===== src/design/assert_macros.svh =====
// Assertion helpers used by the datapath module.
`ifndef ASSERT_MACROS_SVH
`define ASSERT_MACROS_SVH

// Checked on every rising clock edge outside of reset.
`define ASSERT_RST(label, prop) \
  label: assert property (@(posedge clk_i) disable iff (!rst_ni) (prop)) \
    else $error("assertion failed");

// Checked on every rising clock edge, also during reset.
`define ASSERT_ALWAYS(label, prop) \
  label: assert property (@(posedge clk_i) (prop)) \
    else $error("assertion failed");

`endif


===== src/design/deq_pkg.sv =====
package deq_pkg;

  localparam int unsigned DEPTH_DEF = 1024;
  localparam int unsigned WORD_BITS_DEF = 32;

  localparam int unsigned OP_W = 3;
  localparam int unsigned FLAG_W = 3;

  localparam logic [OP_W-1:0] OP_PUSH_FRONT = 3'd0;
  localparam logic [OP_W-1:0] OP_PUSH_BACK  = 3'd1;
  localparam logic [OP_W-1:0] OP_POP_FRONT  = 3'd2;
  localparam logic [OP_W-1:0] OP_POP_BACK   = 3'd3;
  localparam logic [OP_W-1:0] OP_PEEK       = 3'd4;

  typedef struct packed {
    logic take;
    logic exec;
    logic refill;
    logic load;
  } cmd_t;

  typedef struct packed {
    logic needs_refill;
    logic out_free;
  } sts_t;

endpackage


===== src/design/deq_ctrl.sv =====
module deq_ctrl (
  input  logic          clk_i,
  input  logic          rst_ni,
  input  logic          in_valid_i,
  output logic          in_ready_o,
  input  deq_pkg::sts_t sts_i,
  output deq_pkg::cmd_t cmd_o
);

  localparam logic [1:0] ST_IDLE = 2'd0;
  localparam logic [1:0] ST_EXEC = 2'd1;
  localparam logic [1:0] ST_WAIT = 2'd2;
  localparam logic [1:0] ST_DONE = 2'd3;

  logic [1:0] state_q;
  logic [1:0] state_d;

  assign in_ready_o = (state_q == ST_IDLE);

  always_comb begin
    state_d = state_q;
    cmd_o   = '0;
    unique case (state_q)
      ST_IDLE: begin
        if (in_valid_i) begin
          cmd_o.take = 1'b1;
          state_d    = ST_EXEC;
        end
      end
      ST_EXEC: begin
        cmd_o.exec = 1'b1;
        state_d    = sts_i.needs_refill ? ST_WAIT : ST_DONE;
      end
      ST_WAIT: begin
        cmd_o.refill = 1'b1;
        state_d      = ST_DONE;
      end
      ST_DONE: begin
        if (sts_i.out_free) begin
          cmd_o.load = 1'b1;
          state_d    = ST_IDLE;
        end
      end
      default: state_d = ST_IDLE;
    endcase
  end

  always_ff @(posedge clk_i or negedge rst_ni) begin
    if (!rst_ni) begin
      state_q <= ST_IDLE;
    end else begin
      state_q <= state_d;
    end
  end

endmodule


===== config.mk =====
export PLATFORM = sky130hd
export DESIGN_NAME = deq_ctrl
export DESIGN_NICKNAME = d
export VERILOG_FILES = /design/src/design/assert_macros.svh /design/src/design/deq_pkg.sv /design/src/design/deq_ctrl.sv
export SDC_FILE = /design/constraint.sdc
export NUM_CORES = 1
export LEC_CHECK = 0
export BUFFER_PORTS_ARGS = -buffer_cell sky130_fd_sc_hd__buf_2
export CAP_MARGIN = 40
export CELL_PAD_IN_SITES_DETAIL_PLACEMENT = 1
export CELL_PAD_IN_SITES_GLOBAL_PLACEMENT = 1
export CORE_AREA = 10 10 47 49
export DETAILED_ROUTE_END_ITERATION = 7
export DIE_AREA = 0 0 57 59
export PLACE_DENSITY_LB_ADDON = 0.3
export SLEW_MARGIN = 15
export SYNTH_ARGS = -nofsm -noshare
export SYNTH_HDL_FRONTEND = slang
export SYNTH_SLANG_ARGS = --single-unit

===== constraint.sdc =====
create_clock -name clk_i -period 4.1 [get_ports clk_i]
set_input_delay 0.205 -clock clk_i [delete_from_list [all_inputs] [get_ports clk_i]]
set_output_delay 0.205 -clock clk_i [all_outputs]
set_load 0.005 [all_outputs]

# Yosys cells after proc, flatten, opt, wreduce, memory -nomap -nowiden

Cells that the tools add are included.

Output and inout bits: 5
Input port bits: 5
Word-level logic and storage cells: 18
Bits in registers: 2

Equality and inequality tests: 5
Reduce and logical (&&, ||, !) cells: 2
Muxes and demuxes: 10

Operator list:

| kind                                                                  | count |
|---|---|
| 2-bit one-hot mux with 4 select lines                                 | 1 |
| 1-bit 2-to-1 mux                                                      | 7 |
| 2-bit equality test, second input constant                            | 2 |
| 2-bit 2-to-1 mux                                                      | 2 |
| 2-bit inequality test, second input constant                          | 2 |
| 2-bit by 1-bit equality test with 1-bit output, second input constant | 1 |
| 2-bit zero test                                                       | 1 |
| 2-bit AND reduction                                                   | 1 |

# Depth between registers and ports, before layout

Gate-level depths: netlist of run 1.

Word-level depth: 3
Depth in mapped cells: 5
Gate-level depth less buffers: 5

# Least setup slack after synthesis of run 1

No wires, ideal clock.

Path kind: register -> register
Start point: register state_q[0]
End point: register state_q[1]
Data arrival time: 1172 ps
Cell stages (with the launch flop): 5
Library setup time: 125 ps
Path buffers: 0
Setup slack: 2803 ps
Required time: 3975 ps
Period minus slack after synthesis: 1297 ps
Cell sequence: dfrtp_1 -> ha_1 -> nor2b_4 -> a21o_1 -> mux2_4

Word-level cells in the longest chain between the ends: 3
Elaborated cells on any way between the ends: 8
Those cells by class: eq/ne: 5; mux: 1; reduce/logical: 2

RTL lines:

| element                                                       | line           | source |
|---|---|---|
| start: declaration                                            | deq_ctrl.sv:15 | `logic [1:0] state_q;` |
| start signal: assignment                                      | deq_ctrl.sv:52 | `state_q <= state_d;` |
| 2-bit equality test / 2-bit zero test (equally long branches) | deq_ctrl.sv:23 | `unique case (state_q)` |
| 2-bit inequality test (no source line)                        | n/a            |  |
| 2-bit AND reduction (no source line)                          | n/a            |  |

Parallel ways exist; a longest one is shown, timed or not.
A chain may end at the register's enable or synchronous reset.

==> impl_metrics.ini, run 1 <==
[final_layout]
syn_to_final_growth_pct = 52.70
antenna_cells = 0
largest_register = state_q
fillers = 179
multi_input_area_um2 = 123.9
drive_above_1_share_pct = 48.39
final_nets = 42
stdcell_area_um2 = 282.8
reg_top3 = state_q (2)
largest_reg_flops = 2
seq_area_um2 = 50.05
final_cells = 47

[synthesis]
synthMuxAreaShare_pct = 8.108
synth_warnings = 0
synthTopCellsByArea = dfrtp_1, ha_1, mux2_4
ys_ff_latch = 2
avgSynthCellArea_um2 = 10.29
yosysSeqAreaShare_pct = 27.03
yosys.area_share.adder_pct = 27.03
synthesis.nets = 27
synth_top_family_by_area = adder cells
ys_types = 11
synth_xor_area_share_pct = 0
syn_inst = 18
synth_top_area_share_pct = 27.03
syn_area_um2 = 185.2
synth_compound_gate_area_share_pct = 12.16
yosysTopAreaCell = dfrtp_1
yosys.area_share.simple_pct = 19.59

[critical_path]
reg2reg_to = state_q[1]$_DFFE_PN0P_
r2r-start = state_q[0]$_DFFE_PN0P_
endpoint_kind = primary output
r2r_setup_slack_ns = 2.74
worstPathArrival_ns = 1.24
worstSetupStartpointType = flip-flop
critPathMaxFanout = 5
crit_type = flip-flop to primary output
cp_data_required_time_ns = 3.89
r2r_cells = 4

[placement]
place_inst = 43
gp_congestion = 0.6954
io_buffers = 9
hpwl_um = 415.1
place_area_um2 = 250.2

[clocking]
cts_made_buffers = 3
root_buffer = clkbuf_4
clock_sinks = 2
h-tree-depth = 1
clockBufferDepth = 2
cts_tree = yes
clk_latency_ns = 0.22
clk_pin_slew_worst_paths_ns = 0.03

[global_route]
grt.overflow.total = 0
grt_use_met2_pct = 3.101
grt_pass1_vias = 188
grt.total_usage_pct = 3.289
grt_pass1_wl_um = 786
grt-busiest-layer = met4
grt_antenna_before_repair = 0
grt_max_degree = 6
grt.met3_usage_pct = 2.361
grt.met1_usage_pct = 3.933

[routing]
vias = 164
ant_nets = 0
dr.pass1.iters = 1
via_per_inst = 3.489
post_drt_wl_per_cell_um = 11.04
drc = 0
first_iter_violations = 0
drt_wl_total_um = 519

[floorplan]
initial_core_util_pct = 13.21
dieArea_um2 = 3363
rows = 14
die_h_um = 59
io_pins = 10
fp.dieW_um = 57
core_area_um2 = 1401

[sta]
hold_violations = 0
fin_crit_sh_pct = 35.26
skew_ns = 0.002712
drv_slew = 0
worstMarginPinSlew_ns = 0.2149
fin_crit_ns = 1.445
finalSetupTns_ns = 0
fmax_mhz = 691.8
rsz0062_at_grt = false
relSlewSlack_pct = 85.55
setup_viol = 0

[outcome]
status = completed

[flow_run]
drv_cap = 0

[power]
power_density_nw_per_um2 = 704.9
finalPower_uw = 199.3
ir_drop_v = 0.0002197
leakage_nw = 0.1634

[min_path]
hold_class = input port to asynchronous set/reset pin
report_power, final:
group | switching [mW] | total, mW | internal, mW
Combinational | 0.0483 | 0.111 | 0.0625
Sequential | 0.0133 | 0.0445 | 0.0312
Clock | 0.0117 | 0.0440 | 0.0323
Total | 0.0733 | 0.199 | 0.126
cell usage after synthesis (all sizes together):
cell   number
a21o        1
and2        2
dfrtp       2
ha          4
inv         3
mux2        1
nor2        1
nor2b       2
o31ai       2
metal layers:
metal	part of all wire [%]	vias up	wire length, µm
met5	0	-	0
met4	0	0	0
met3	15	0	80
met2	36	12	186
met1	49	68	252
li1	-	84	-
area by class of cell:
class / count / share of cell area (%)
sequential: 2 / 17.70
clock buffer: 3 / 7.965
timing repair buffer: 10 / 19.47
tap: 16 / 7.080
inverter: 3 / 3.982
multi-input combinational: 13 / 43.81
logic make-up after synthesis:
family	count (synthesis)
flip-flops	2
buffers and inverters	3
AO/OA/AOI/OAI	3
AND/OR/NAND/NOR	5
adder cells (fa/ha/maj)	4
multiplexers	1
worst max-delay path by stage:
stage                                 startpoint                      to  slack, ns  depth (start not counted)
after CTS                 state_q[1]$_DFFE_PN0P_                cmd_o[3]       2.62                          4
after global placement    state_q[0]$_DFFE_PN0P_  state_q[1]$_DFFE_PN0P_       2.75                          4
after detailed placement  state_q[0]$_DFFE_PN0P_  state_q[1]$_DFFE_PN0P_       2.73                          4
final                     state_q[0]$_DFFE_PN0P_                cmd_o[3]       2.65                          4
after global routing      state_q[1]$_DFFE_PN0P_                cmd_o[3]       2.55                          4
after floorplan           state_q[0]$_DFFE_PN0P_  state_q[1]$_DFFE_PN0P_       2.80                          4
placed cells by master (no fill, tap or decap):
master         count
o31ai_1            2
inv_1              2
ha_1               4
nor2_1             1
nor2b_1            1
inv_2              1
mux2_4             1
buf_2              9
dlygate4sd3_1      1
dfrtp_1            2
a21o_1             1
and2_1             2
clkbuf_4           3
nor2b_4            1
repair_timing:
item / in CTS / in global routing
gates resized for setup: 0 / 0
setup buffers: 0 / 0
hold buffers: 1 / 0
hold endpoints to repair: 2 / 0
worst max-delay path, cell delays in order (launching register included):
cell and delay, ns:
dfrtp_1 0.40, inv_1 0.08, ha_1 0.26, and2_1 0.16, buf_2 0.12
per-stage QoR:
step / util [%] / hold WS [ns] / setup WS (ns)
floorplan: - / -0.09059 / 2.803
finish: 20.18 / 0.2987 / 2.655
global placement: 17.86 / -0.01069 / 2.751
CTS: 20.18 / 0.2813 / 2.621
global route: 20.18 / 0.2995 / 2.555
detailed placement: 17.86 / -0.007653 / 2.730
Note: power is estimated with default switching activity, not from simulation.
==> inputs of run 2 (changes only) <==
- clock period: 4.1 -> 1.3 ns (I/O delays scaled with it)
==> impl_metrics.ini, run 2 (synthesis results as in run 1) <==
[outcome]
status = finished with violations
violations = setup timing

[power]
switching_share_pct = 35.89
pwr-share-clk_pct = 14.0
power.switching_uw = 354.3
leakage_nw = 0.2069
power_density_nw_per_um2 = 2412
ir_drop_v = 0.0007495
pwr-share-comb_pct = 72.2
finalPower_uw = 987.0
p_int_uw = 632.7
seqPwrFrac_pct = 13.8

[routing]
dr.pass1.iters = 2
post_drt_wl_per_cell_um = 11.95
drc = 0
ant_nets = 0
first_iter_violations = 1
drt_wl_total_um = 657
via_per_inst = 3.818
vias = 210

[final_layout]
final_nets = 50
stdcell_area_um2 = 409.1
reg_top3 = state_q (2)
antenna_cells = 0
final_common_cell = buf_2
layout_common_cells = buf_2, buf_4, inv_2, clkbuf_4
syn_to_final_growth_pct = 120.9
finalCoreUtilization_pct = 29.20
final_cells = 55
largest_reg_flops = 2
drive_above_1_share_pct = 82.05
largest_register = state_q

[floorplan]
core_area_um2 = 1401
dieArea_um2 = 3363
io_pins = 10
fp.dieW_um = 57
rows = 14
die_h_um = 59
initial_core_util_pct = 13.21

[sta]
drv_slew = 0
finalSetupTns_ns = -0.02516
rsz0062_at_grt = true
worst_slack_ns = -0.02378
fin_crit_ns = 1.324
fmax_mhz = 755.4
worstMarginPinSlew_ns = 0.1913
holdWs_ns = 0.1507
skew_ns = 0.002939
setup_viol = 2
hold_violations = 0
fin_crit_sh_pct = 101.8
relSlewSlack_pct = 87.25

[placement]
place_inst = 46
gp_congestion = 0.6274
place_ws_ns = -0.06998
io_buffers = 9
place_area_um2 = 272.8

[critical_path]
r2r-start = state_q[1]$_DFFE_PN0P_
crit_type = flip-flop to flip-flop
r2r_setup_slack_ns = -0.02
cp_data_required_time_ns = 1.41
startpoint = state_q[1]$_DFFE_PN0P_
reg2reg_to = state_q[1]$_DFFE_PN0P_
worstSetupStartpointType = flip-flop
endpoint_kind = flip-flop
worstPathArrival_ns = 1.43
critPathMaxFanout = 3
r2r_cells = 4
endpoint = state_q[1]$_DFFE_PN0P_

[global_route]
grt_pass1_wl_um = 1104
grt.total_usage_pct = 4.370
grt_antenna_before_repair = 0
grt.overflow.total = 0
grt_pass1_vias = 244
grt_max_degree = 4

[clocking]
cts_tree = yes
cts_made_buffers = 3
clk_pin_slew_worst_paths_ns = 0.03
h-tree-depth = 1
root_buffer = clkbuf_4
clockBufferDepth = 2
clock_sinks = 2
clk_latency_ns = 0.22

[flow_run]
drv_cap = 0

[min_path]
hold_class = input port to asynchronous set/reset pin
run 2: cell count changes in the layout (fill, tap and decap cells not counted), moves of 2 or more:
cell     before  now
inv_1         2    0
ha_4          0    2
buf_4         0    7
buf_6         0    2
o31ai_1       2    0
ha_1          4    1
inv_2         1    3
run 2: area by class of cell:
cell class                 instances  area, µm²
fill                             163      992.2
timing repair buffer              18      125.1
clock buffer                       3      22.52
multi-input combinational         13      180.2
inverter                           3      11.26
sequential                         2      50.05
tap                               16      20.02
run 2: timing repair:
item / CTS / global route
endpoints found under the hold margin: 2 / 0
hold buffers: 1 / 0
pin swaps: 3 / 3
buffers inserted: 4 / 1
resized for setup: 10 / 4
endpoints found under the setup margin: 4 / 3
run 2: how the worst min path moves through the flow:
| stage | slack [ns] | from | depth (start not counted) | endpoint |
|---|---|---|---|---|
| 6_report | 0.15 | rst_ni | 2 | state_q[1]$_DFFE_PN0P_ |
| 5_1_grt | 0.15 | rst_ni | 2 | state_q[0]$_DFFE_PN0P_ |
| 4_1_cts | 0.14 | rst_ni | 2 | state_q[1]$_DFFE_PN0P_ |
| 3_5_place_dp | -0.15 | rst_ni | 1 | state_q[1]$_DFFE_PN0P_ |
| 3_3_place_gp | -0.15 | rst_ni | 1 | state_q[0]$_DFFE_PN0P_ |
| 2_1_floorplan | -0.23 | rst_ni | 0 | state_q[0]$_DFFE_PN0P_ |
run 2: power groups by stage:
| stage | Sequential [mW] | Clock, mW | Combinational (mW) |
|---|---|---|---|
| global placement | 0.136 | 0 | 0.415 |
| CTS | 0.135 | 0.148 | 0.643 |
| detailed placement | 0.139 | 0 | 0.433 |
| finish | 0.136 | 0.138 | 0.713 |
| floorplan | 0.132 | 0 | 0.242 |
| global route | 0.142 | 0.159 | 0.792 |
run 2: critical path, stage by stage (launching register included):
cell,delay [ns]
dfrtp_1,0.40
ha_2,0.20
nor2b_4,0.12
a21o_1,0.18
mux2_4,0.30
run 2: layer usage:
layer | up-vias | share of wire, % | global-route usage, %
met3 | 0 | 12 | 3.863
met4 | 0 | 0 | 4.027
li1 | 101 | - | -
met1 | 99 | 41 | 4.052
met5 | - | 0 | 0
met2 | 10 | 47 | 5.736
==> inputs of run 3 (changes only) <==
- CORE_AREA: 10 10 47 49 -> 2 2 39 41
- DIE_AREA: 0 0 57 59 -> 0 0 41 43
- SKIP_LAST_GASP: default -> 1
==> impl_metrics.ini, run 3 (synthesis results as in run 1) <==
[sta]
worstMarginPinSlew_ns = 0.1932
hold_violations = 0
holdWs_ns = 0.1580
fin_crit_ns = 1.345
fin_crit_sh_pct = 103.5
setup_viol = 2
drv_slew = 0
worst_slack_ns = -0.04539
rsz0062_at_grt = true
relSlewSlack_pct = 87.04
skew_ns = 0.0007364
fmax_mhz = 743.3

[routing]
highest_layer = met4
dr.pass1.iters = 1
wl_met1_um = 196
vias = 222
first_iter_violations = 0
via_per_inst = 3.964
post_drt_wl_per_cell_um = 11.71
ant_nets = 0
drt_wl_total_um = 656
met2WireLength_um = 392
drc = 0
route.met3.wl_um = 55

[clocking]
h-tree-depth = 1
cts_tree = yes
clockBufferDepth = 2
clk_latency_ns = 0.22
cts_made_buffers = 3
clk_pin_slew_worst_paths_ns = 0.03
root_buffer = clkbuf_4
clock_sinks = 2

[final_layout]
largest_register = state_q
drive_above_1_share_pct = 87.50
layout_common_cells = buf_2, buf_4, inv_2, clkbuf_4, buf_6
stdcell_area_um2 = 422.9
fillers = 163
final_nets = 51
finalCoreUtilization_pct = 30.56
antenna_cells = 0
final_common_cell = buf_2
syn_to_final_growth_pct = 128.4
final_cells = 56
largest_reg_flops = 2
reg_top3 = state_q (2)

[flow_run]
drv_cap = 0

[placement]
place_area_um2 = 280.3
gp_congestion = 0.6240
hpwl_um = 368.8
io_buffers = 9
place_inst = 47

[floorplan]
die_h_um = 43
core_area_um2 = 1384
fp.dieW_um = 41
rows = 14
io_pins = 10
initial_core_util_pct = 13.38
dieArea_um2 = 1763

[min_path]
hold_class = input port to asynchronous set/reset pin

[critical_path]
endpoint_kind = flip-flop
worstPathArrival_ns = 1.45
worstSetupStartpointType = flip-flop
cp_data_required_time_ns = 1.40
crit_type = flip-flop to flip-flop
critPathMaxFanout = 4

[global_route]
grt_pass1_wl_um = 1117
grt.overflow.total = 0
grt_max_degree = 5
grt_antenna_before_repair = 0
grt.total_usage_pct = 10.24
grt_pass1_vias = 252

[power]
leakage_nw = 0.2109
ir_drop_v = 0.0008880
finalPower_mw = 1.055
power_density_nw_per_um2 = 2495

[outcome]
violations = setup timing
status = finished with violations
## run 3: changes by cell type in the layout (fill, tap and decap cells not counted)
cell,previous run,this run
buf_6,2,3
dfrtp_2,0,2
dfrtp_1,2,0
## run 3: path summary, 6_finish.rpt
kind / slack (ns) / cells after the start / start / to
worst max-delay path: -0.05 / 4 / state_q[0]$_DFFE_PN0P_ / state_q[1]$_DFFE_PN0P_
worst max register to register: -0.05 / 4 / state_q[0]$_DFFE_PN0P_ / state_q[1]$_DFFE_PN0P_
max in group asynchronous: 1.04 / 2 / rst_ni / state_q[0]$_DFFE_PN0P_
min in group clk_i: 0.25 / 4 / sts_i[1] / state_q[0]$_DFFE_PN0P_
worst min-delay path: 0.16 / 2 / rst_ni / state_q[1]$_DFFE_PN0P_
worst min register to register: 0.56 / 1 / state_q[0]$_DFFE_PN0P_ / state_q[0]$_DFFE_PN0P_
## run 3: worst max-delay path, stage by stage, from the launching register on
cell and delay [ns]:
dfrtp_2 0.45, ha_4 0.17, nor2b_4 0.12, a21o_1 0.18, mux2_4 0.30
## run 3: stage by stage
stage          setup TNS (ns)  setup slack (ns)
2_1_floorplan               0          0.002977
3_3_place_gp         -0.02612          -0.02612
3_5_place_dp         -0.08826          -0.04641
4_1_cts              -0.09202          -0.03741
5_1_grt               -0.2101          -0.07194
6_report             -0.07644          -0.04539
## run 3: power by group
part	switching [mW]	internal, mW
logic	0.277	0.475
registers	0.0615	0.105
clock network	0.0347	0.102
## run 3: timing repair
action / 4_1_cts / 5_1_grt
hold endpoints to repair: 2 / 0
setup endpoints to repair: 3 / 3
hold buffers: 1 / 0
resized for setup: 8 / 9
pin swaps: 2 / 2
setup buffers: 3 / 2
## run 3: layout make-up
class	count	area (µm²)	share of cell area, %
sequential	2	52.55	12.43
multi-input combinational	13	180.2	42.60
tap	16	20.02	4.734
timing repair buffer	19	136.4	32.25
inverter	3	11.26	2.663
clock buffer	3	22.52	5.325
## run 3: layer usage
layer,vias to the layer above,global-route usage (%)
li1,104,-
met1,104,9.968
met2,12,15.63
met3,2,4.712
met4,0,8.000
met5,-,0
